[config.mk]
export PLATFORM = sky130hd
export DESIGN_NAME = array_deque_top
export DESIGN_NICKNAME = d
export VERILOG_FILES = /design/src/design/adq_pkg.sv /design/src/design/adq_mem.sv /design/src/design/adq_ctrl.sv /design/src/design/array_deque_top.sv
export SDC_FILE = /design/constraint.sdc
export NUM_CORES = 2
export LEC_CHECK = 0
export ABC_AREA = 1
export ABC_CLOCK_PERIOD_IN_PS = 8300
export BUFFER_PORTS_ARGS = -buffer_cell sky130_fd_sc_hd__buf_2
export CELL_PAD_IN_SITES_DETAIL_PLACEMENT = 1
export CELL_PAD_IN_SITES_GLOBAL_PLACEMENT = 2
export CORE_UTILIZATION = 42
export DETAILED_ROUTE_END_ITERATION = 12
export PLACE_DENSITY = 0.84
export SYNTH_ARGS = -nofsm -noshare
export SYNTH_HDL_FRONTEND = slang
export SYNTH_HIERARCHICAL = 1
export SYNTH_SLANG_ARGS = --single-unit
[constraint.sdc]
create_clock -name clock -period 8.3 [get_ports clock]
set_input_delay 0.83 -clock clock [delete_from_list [all_inputs] [get_ports clock]]
set_output_delay 0.83 -clock clock [all_outputs]
set_load 0.01 [all_outputs]
[src/design/adq_pkg.sv]
// Shared types and codes for the array deque.
`default_nettype none

package adq_pkg;

   localparam int unsigned POS_W  = 6;
   localparam int unsigned DATA_W = 32;

   typedef logic [2:0] req_code_type;
   typedef logic [1:0] status_type;

   localparam req_code_type REQ_PUSH_TAIL = 3'd0;
   localparam req_code_type REQ_PUSH_HEAD = 3'd1;
   localparam req_code_type REQ_POP_TAIL  = 3'd2;
   localparam req_code_type REQ_POP_HEAD  = 3'd3;
   localparam req_code_type REQ_READ_AT   = 3'd4;

   localparam status_type ST_OK    = 2'd0;
   localparam status_type ST_FULL  = 2'd1;
   localparam status_type ST_EMPTY = 2'd2;
   localparam status_type ST_RANGE = 2'd3;

   typedef struct packed {
      logic write;
      logic read;
   } mem_cmd_type;

endpackage

`default_nettype wire

[src/design/adq_mem.sv]
// Single-port entry storage with registered read data.
`default_nettype none

module adq_mem #(
   parameter int unsigned DEPTH = 64,
   parameter int unsigned PTR_W = 6
) (
   input  wire logic                          clock,
   input  wire adq_pkg::mem_cmd_type          cmd,
   input  wire logic [PTR_W-1:0]              addr,
   input  wire logic [adq_pkg::DATA_W-1:0]    wdata,
   output logic      [adq_pkg::DATA_W-1:0]    rdata
);

   logic [adq_pkg::DATA_W-1:0] entries [DEPTH];
   logic [adq_pkg::DATA_W-1:0] rdata_ff;

   always_ff @(posedge clock) begin
      if (cmd.write) begin
         entries[addr] <= wdata;
      end
      if (cmd.read) begin
         rdata_ff <= entries[addr];
      end
   end

   assign rdata = rdata_ff;

endmodule

`default_nettype wire

[src/design/adq_ctrl.sv]
// Head pointer, entry count, request decode and slot addressing.
`default_nettype none

module adq_ctrl #(
   parameter int unsigned DEPTH = 64,
   parameter int unsigned PTR_W = 6,
   parameter int unsigned CNT_W = 7
) (
   input  wire logic                          clock,
   input  wire logic                          reset,
   input  wire logic                          accept,
   input  wire adq_pkg::req_code_type         req_type,
   input  wire logic [adq_pkg::POS_W-1:0]     req_position,
   output adq_pkg::mem_cmd_type               mem_cmd,
   output logic      [PTR_W-1:0]              mem_addr,
   output logic                               rsp_valid,
   output adq_pkg::status_type                rsp_status,
   output logic      [CNT_W-1:0]              rsp_occupancy,
   output logic                               rsp_use_mem
);

   localparam int unsigned BASE_W = (CNT_W > adq_pkg::POS_W) ? CNT_W : adq_pkg::POS_W;
   localparam int unsigned SUM_W  = BASE_W + 1;

   logic [PTR_W-1:0]     head_ff, head_in;
   logic [CNT_W-1:0]     count_ff, count_in;
   logic                 valid_ff;
   logic                 use_mem_ff, use_mem_in;
   adq_pkg::status_type  status_ff, status_in;
   adq_pkg::mem_cmd_type cmd;
   logic [PTR_W-1:0]     slot;
   logic [SUM_W-1:0]     head_ext, count_ext, pos_ext;
   logic                 is_full, is_empty;

   function automatic logic [PTR_W-1:0] wrap(input logic [SUM_W-1:0] x);
      logic [SUM_W-1:0] y;
      y = x;
      if (x >= SUM_W'(DEPTH)) begin
         y = x - SUM_W'(DEPTH);
      end
      return y[PTR_W-1:0];
   endfunction

   assign head_ext  = SUM_W'(head_ff);
   assign count_ext = SUM_W'(count_ff);
   assign pos_ext   = SUM_W'(req_position);
   assign is_full   = (count_ext >= SUM_W'(DEPTH));
   assign is_empty  = (count_ff == '0);

   always_comb begin
      head_in    = head_ff;
      count_in   = count_ff;
      status_in  = adq_pkg::ST_OK;
      use_mem_in = 1'b0;
      cmd        = '0;
      slot       = head_ff;
      unique case (req_type)
         adq_pkg::REQ_PUSH_TAIL: begin
            slot = wrap(head_ext + count_ext);
            if (is_full) begin
               status_in = adq_pkg::ST_FULL;
            end else begin
               cmd.write = 1'b1;
               count_in  = count_ff + CNT_W'(1);
            end
         end
         adq_pkg::REQ_PUSH_HEAD: begin
            slot = (head_ff == '0) ? PTR_W'(DEPTH - 1) : head_ff - PTR_W'(1);
            if (is_full) begin
               status_in = adq_pkg::ST_FULL;
            end else begin
               cmd.write = 1'b1;
               head_in   = slot;
               count_in  = count_ff + CNT_W'(1);
            end
         end
         adq_pkg::REQ_POP_TAIL: begin
            slot = wrap(head_ext + count_ext - SUM_W'(1));
            if (is_empty) begin
               status_in = adq_pkg::ST_EMPTY;
            end else begin
               cmd.read   = 1'b1;
               use_mem_in = 1'b1;
               count_in   = count_ff - CNT_W'(1);
            end
         end
         adq_pkg::REQ_POP_HEAD: begin
            slot = head_ff;
            if (is_empty) begin
               status_in = adq_pkg::ST_EMPTY;
            end else begin
               cmd.read   = 1'b1;
               use_mem_in = 1'b1;
               head_in    = wrap(head_ext + SUM_W'(1));
               count_in   = count_ff - CNT_W'(1);
            end
         end
         adq_pkg::REQ_READ_AT: begin
            slot = wrap(head_ext + pos_ext);
            if (is_empty) begin
               status_in = adq_pkg::ST_EMPTY;
            end else if (pos_ext >= count_ext) begin
               status_in = adq_pkg::ST_RANGE;
            end else begin
               cmd.read   = 1'b1;
               use_mem_in = 1'b1;
            end
         end
         default: begin
         end
      endcase
   end

   always_ff @(posedge clock) begin
      if (reset) begin
         head_ff    <= '0;
         count_ff   <= '0;
         valid_ff   <= 1'b0;
         use_mem_ff <= 1'b0;
      end else begin
         valid_ff <= accept;
         if (accept) begin
            head_ff    <= head_in;
            count_ff   <= count_in;
            use_mem_ff <= use_mem_in;
         end
      end
   end

   always_ff @(posedge clock) begin
      if (accept) begin
         status_ff <= status_in;
      end
   end

   assign mem_cmd.write  = accept & cmd.write;
   assign mem_cmd.read   = accept & cmd.read;
   assign mem_addr       = slot;
   assign rsp_valid      = valid_ff;
   assign rsp_status     = status_ff;
   assign rsp_occupancy  = count_ff;
   assign rsp_use_mem    = use_mem_ff;

   a_count_bound: assert property (@(posedge clock) disable iff (reset)
      count_ff <= CNT_W'(DEPTH))
      else $error("entry count exceeds depth");

   a_reject_holds: assert property (@(posedge clock) disable iff (reset)
      accept && status_in != adq_pkg::ST_OK |=> $stable(count_ff) && $stable(head_ff))
      else $error("rejected request changed state");

   a_one_access: assert property (@(posedge clock) disable iff (reset)
      !(mem_cmd.write && mem_cmd.read))
      else $error("read and write issued together");

   a_mem_only_ok: assert property (@(posedge clock) disable iff (reset)
      rsp_valid && rsp_use_mem |-> rsp_status == adq_pkg::ST_OK)
      else $error("data returned on rejected request");

endmodule

`default_nettype wire

[src/design/array_deque_top.sv]
// Top level of the bounded double-ended queue over a circular entry memory.
//
//  channel   ports                                         transfer when
//  request   start, busy, req_type, req_value, req_position start && !busy
//  response  rsp_valid, rsp_read_data, rsp_status,          rsp_valid
//            rsp_occupancy
//
// One request per cycle while busy is low; its response appears in the cycle after the transfer,
// through the entry memory's registered read port.
// Each request makes at most one memory access, so there is no stall between requests.
// busy is high only while reset is asserted; reset clears head pointer and count.
// The receiver cannot stall: each response is valid for exactly one cycle.
`default_nettype none

module array_deque_top #(
   parameter int unsigned DEPTH = 64,
   localparam int unsigned PTR_W = $clog2(DEPTH),
   localparam int unsigned CNT_W = $clog2(DEPTH + 1)
) (
   input  wire logic                               clock,
   input  wire logic                               reset,
   input  wire logic                               start,
   output logic                                    busy,
   input  wire logic        [2:0]                  req_type,
   input  wire logic signed [adq_pkg::DATA_W-1:0]  req_value,
   input  wire logic        [adq_pkg::POS_W-1:0]   req_position,
   output logic                                    rsp_valid,
   output logic signed      [adq_pkg::DATA_W-1:0]  rsp_read_data,
   output logic             [1:0]                  rsp_status,
   output logic             [CNT_W-1:0]            rsp_occupancy
);

   logic                       accept;
   adq_pkg::mem_cmd_type       mem_cmd;
   logic [PTR_W-1:0]           mem_addr;
   logic [adq_pkg::DATA_W-1:0] mem_rdata;
   logic                       use_mem;
   adq_pkg::status_type        status;

   assign busy   = reset;
   assign accept = start & ~busy;

   adq_ctrl #(
      .DEPTH (DEPTH),
      .PTR_W (PTR_W),
      .CNT_W (CNT_W)
   ) u_ctrl (
      .clock         (clock),
      .reset         (reset),
      .accept        (accept),
      .req_type      (req_type),
      .req_position  (req_position),
      .mem_cmd       (mem_cmd),
      .mem_addr      (mem_addr),
      .rsp_valid     (rsp_valid),
      .rsp_status    (status),
      .rsp_occupancy (rsp_occupancy),
      .rsp_use_mem   (use_mem)
   );

   adq_mem #(
      .DEPTH (DEPTH),
      .PTR_W (PTR_W)
   ) u_mem (
      .clock (clock),
      .cmd   (mem_cmd),
      .addr  (mem_addr),
      .wdata (req_value),
      .rdata (mem_rdata)
   );

   assign rsp_read_data = use_mem ? $signed(mem_rdata) : '0;
   assign rsp_status    = status;

endmodule

`default_nettype wire
# After elaboration in Yosys (flattened, before gate mapping)
# Memory sizes are Yosys's and may differ from the RTL's. A register that Yosys moved wholly into a read port is not among the register bits.
# Index checks and enable logic that the tools add are counted.
# totals
regBits	17
ram_bits	2048
inputBits	44
out_inout_bits	43
wordCells	70
memories	1
# op_classes
add_sub_neg	11
order_cmp	6
eq_ne	8
mux	26
bitwise	4
reduce_logical	9
# mem_list
name	depth	word_bits	rd	rd_clocked_by_memory_dff	write_ports	line_no	source
u_mem.entries	64	32	1	1	1	adq_mem.sv:15	logic [adq_pkg::DATA_W-1:0] entries [DEPTH];
# op_table
operator	count
$mux W6	7
$mux W32	1
$sub A6 B1 Y6 const B	5
$pmux W6 S4	1
$ge A7 B7 Y1 const B	3
$ge A8 B7 Y1 const B	2
$mux W7	2
$pmux W7 S2	1
$pmux W6 S2	1
$add A6 B7 Y8	1
$mux W1	8
$ne A2 B2 Y1 const B	4
$reduce_and A4 Y1	2
$sub A8 B1 Y8 const B	1
$add A6 B1 Y7 const B	1
$add A6 B6 Y7	1
$add A7 B1 Y7 const B	1
$ge A6 B7 Y1	1
$logic_not A7 Y1	1
$sub A7 B1 Y7 const B	1
$eq A3 B2 Y1 const B	2
$logic_not A6 Y1	1
$mux W2	3
$pmux W2 S3	1
other kinds (8)	12

# Depth between registers and ports, before layout
# depth
word_depth	6
mapped_depth	23
mapped_depth_nobuf	19

# Modules after synthesis
# Netlist, hierarchy kept.
# by_module_without_submodules
mod	instances	cells_each	area_each_um2
adq_mem	1	8440	86823.3
adq_ctrl	1	346	2180.8
array_deque_top	1	70	289.0

# Worst setup path before layout
# Ideal clock, no wire load.
# synth_timing
kind	input to register
start	input port req_position[0] (netlist bit)
end	memory u_mem/entries[41][0] (netlist bit), enable pin
setup_time_ns	0.502
t_arrival_ns	5.639
setup_slack_ns	2.159
cell_stages	10
path_buffers	0
path_cell_list	ha_1 fa_1 nand2_1 nand2_1 a21o_1 o21ai_0 nand4_1 nor3_2 inv_2 nor4_1
# synth_via
elab_chain_cells	4
word_cells_on_any_way	5
# synth_rtl
item	line_no	source
start: declaration	array_deque_top.sv:26	input wire logic [adq_pkg::POS_W-1:0] req_position,
$add A6 B6 Y7 *	adq_ctrl.sv:99	slot = wrap(head_ext + pos_ext);
$sub A6 B1 Y6 or $ge A7 B7 Y1 (tied branches)	adq_ctrl.sv:39, adq_ctrl.sv:38	
$mux W6 *	adq_ctrl.sv:38	if (x >= SUM_W'(DEPTH)) begin
$pmux W6 S4 *	adq_ctrl.sv:57	unique case (req_type)
named net mem_addr[4]	array_deque_top.sv:35	logic [PTR_W-1:0] mem_addr;
end: declaration	adq_mem.sv:15	
# The timed path passes the listed nets; every way through them passes the cells marked *.

# Worst setup path after layout
# layout_timing
start	register u_ctrl.count_ff[0], in the netlist u_ctrl/rsp_occupancy[0]
end	memory u_mem/entries[37][11] (netlist bit), enable pin
# layout_via
word_cells_on_any_way	15
# layout_rtl
item	line_no	source
start: declaration	adq_ctrl.sv:26	logic [CNT_W-1:0] count_ff, count_in;
start signal: assignment	adq_ctrl.sv:124	count_ff <= count_in;
$add A6 B7 Y8 *	adq_ctrl.sv:59, adq_ctrl.sv:78	
$sub A8 B1 Y8	adq_ctrl.sv:78	slot = wrap(head_ext + count_ext - SUM_W'(1));
$ge A8 B7 Y1 or $sub A6 B1 Y6 (tied branches)	adq_ctrl.sv:38, adq_ctrl.sv:39	
$mux W6	adq_ctrl.sv:38	
$pmux W6 S4 *	adq_ctrl.sv:57	
named net mem_addr[2]	array_deque_top.sv:35	
# Marked as above.

==> flow_summary.ini <==
[clock_tree]
cts_tree = built
post_cts_buffers = 0
cts.sinks = 2097
clk_pin_slew_ns = 0.06
root_buffer = clkbuf_16
htree_levels = 4
clockBufferDepth = 3
cts_buffers = 215
hold_buffers = 0
cts_resized = 0
clkLatencyLatePin_ns = 0.87

[yosys]
synth_seq_area_share = 0.704
syn_nets = 8927
async_reset_ff_frac = 0
synth_cells = 8856
synth_largest_area_cell = edfxtp_1
syn_area_per_cell_um2 = 10.1
ys_top_cells_by_area = edfxtp_1 70%, nand2_1 25%, buf_2 1.4%
syn_area_um2 = 89300
synth_cell_type_count = 48
synth_warnings = 6
synth_top_area_share = 0.700
synth_edf_count = 2082
synth_ff_type = edfxtp_1
ys_ff_latch = 2097

[sta]
rsz0062_at_grt = false
maxSlewViolCount = 0
tightest_slew_ns = 1.35
worst_slew_margin_rel = 0.0953
skew_ns = 0.0420
post-route-min-period_ns = 6.01
fmax_ghz = 0.166
fin_tns_setup_ns = 0
setup_viol_count_final = 0
period_share = 0.724
setup_ws_ns = 2.29
hold_violations = 0

[global_routing]
grt_pass1_wl_um = 431000
track_usage = 0.272
antenna_found_initial = 14
grt-ovfl-total = 0
grt_max_degree = 182
grt_pass1_vias = 65400

[route]
drtIter0Drc = 5611
avgRoutedWirePerCell_um = 24.8
drt_wl_total_um = 294000
first_pass_iters = 5
ant_nets = 0
route.detailed.drc = 0
route.vias.total = 63000
via_per_inst = 5.31

[job]
cap_viol_max_count = 0

[setup_path]
crit_type = reg -> reg
reg2reg_depth = 13
start_kind = flip-flop
crit_fanout = 100
worstPathRequired_ns = 8.83
r2r_start = u_ctrl/rsp_occupancy[0]
timing.rr.end = u_mem/entries[37][11]
arrival_ns = 6.53
critPathCaptureType = flip-flop
regToRegSetupSlack_ns = 2.29

[power]
ir_drop_mv = 0.223
total_power_mw = 24.1
leakagePower_nw = 41.6
p_per_area_nw_per_um2 = 241

[place]
hpwl_um = 164000
gp_congestion = 0.847
io_buffer_count = 86
preCtsSetupSlack_ns = 2.25

[floorplanning]
die_h_um = 463
core_um2 = 210000
initial_core_util = 0.424
num_io_pins = 87
rows = 168
die_x_um = 463
dieArea_um2 = 214000

[finish]
final_core_util = 0.474
syn2layout_area_growth_pct = 11.6
layout-drive-gt1-share = 0.0708
fin_nets = 8941

[worst_hold_path]
hold_end = u_mem/entries[34][11]
min_path_cells = 1
hold_path_class = in -> reg
worstHoldStart = req_value[11]

[run_status]
outcome = finished clean
worst max path at each step:
stage,startpoint,endpoint
floorplan,req_position[0],u_mem/entries[41][0]
global placement,req_type[1],u_mem/entries[36][27]
detailed placement,req_type[1],u_mem/entries[36][7]
CTS,u_ctrl/rsp_occupancy[0],u_mem/entries[36][21]
global route,u_ctrl/head_ff[0],u_mem/entries[36][21]
finish,u_ctrl/rsp_occupancy[0],u_mem/entries[37][11]
routing by layer:
metal | routed length [um] | track usage
met1 | 122000 | 0.354
met2 | 143000 | 0.459
met3 | 16400 | 0.0332
met4 | 13000 | 0.115
met5 | 0 | 0
cell type report:
type                            count  area, um2
Fill cell                       23000     111000
Sequential cell                  2097      62800
Multi-Input combinational cell   6216      24600
Clock buffer                      273       5670
Tap cell                         2805       3510
Timing Repair Buffer              226       1630
Clock inverter                    122        971
Inverter                          114        457
Antenna cell                        4       10.0
power by group:
group / total (mW) / switching (mW) / internal [mW]
clock: 9.29 / 4.15 / 5.14
sequential: 11.7 / 0.0172 / 11.7
combinational: 3.07 / 2.40 / 0.666
total: 24.1 / 6.57 / 17.5
stage by stage:
stage / cell area, um2 / hold slack, ns / instances
2_1_floorplan: 89300 / 0.524 / 8856
3_3_place_gp: 93000 / 0.617 / 11500
3_5_place_dp: 93000 / 0.616 / 11500
4_1_cts: 99600 / 0.155 / 11900
5_1_grt: 99600 / 0.173 / 11900
6_report: 99600 / 0.198 / 11900
worst max-delay path, cell delays in order, from the launching register on:
cell	delay (ns)
dfxtp_1	0.50
ha_1	0.25
inv_1	0.06
fa_1	0.54
ha_1	0.19
and2_1	0.17
o21ai_0	0.09
nand4_1	0.17
buf_12	0.52
inv_8	0.34
nor2_1	0.48
nand3_1	0.87
nor2_4	0.93
buf_4	0.42
synth_stat cells (3+ instances only):
master,n
nand4_1,14
nor2_1,168
inv_2,20
or2_2,5
o21ai_1,9
buf_1,27
inv_1,92
o211ai_1,5
buf_6,8
nor3_1,3
buf_4,12
buf_2,245
xor2_1,10
nand2_1,5857
dfxtp_1,15
a21oi_1,19
nor3_2,7
ha_1,24
fa_1,3
clkbuf_1,136
nand3_1,43
edfxtp_1,2082
o21ai_0,17
cell usage in the layout (no fill, tap or decap), types with 5 or more instances in the layout:
| cell | n |
|---|---|
| a21oi_1 | 19 |
| buf_12 | 11 |
| buf_2 | 81 |
| buf_4 | 134 |
| bufinv_16 | 10 |
| clkbuf_1 | 53 |
| clkbuf_16 | 217 |
| clkinv_1 | 41 |
| clkinv_2 | 52 |
| clkinv_8 | 5 |
| clkinvlp_4 | 5 |
| dfxtp_1 | 15 |
| edfxtp_1 | 2082 |
| ha_1 | 24 |
| inv_1 | 92 |
| inv_2 | 17 |
| nand2_1 | 5856 |
| nand3_1 | 43 |
| nand4_1 | 14 |
| nor2_1 | 106 |
| nor2_4 | 63 |
| nor3_4 | 8 |
| o211ai_1 | 5 |
| o21ai_0 | 17 |
| o21ai_1 | 9 |
| or2_2 | 5 |
| xor2_1 | 10 |
state kept, by name (all words and copies together) (netlist names):
name,cells
u_ctrl/head_ff,6
u_ctrl/rsp_occupancy,7
u_ctrl/rsp_status,2
u_ctrl/rsp_use_mem,1
u_ctrl/rsp_valid,1
u_mem/entries,2048
u_mem/rdata,32
cell families (layout without fill, tap and decap cells):
kind of cell / count (synthesis) / after routing / share of synthesized area
compound gates: 64 / 64 / 0.00422
xor+xnor: 12 / 12 / 0.00118
fa+ha+maj: 27 / 27 / 0.00404
simple gates: 6113 / 6113 / 0.260
buf+inv: 543 / 735 / 0.0275
flops: 2097 / 2097 / 0.704
other cells: 0 / 4 / 0
Note: power is estimated with default switching activity, not from simulation.
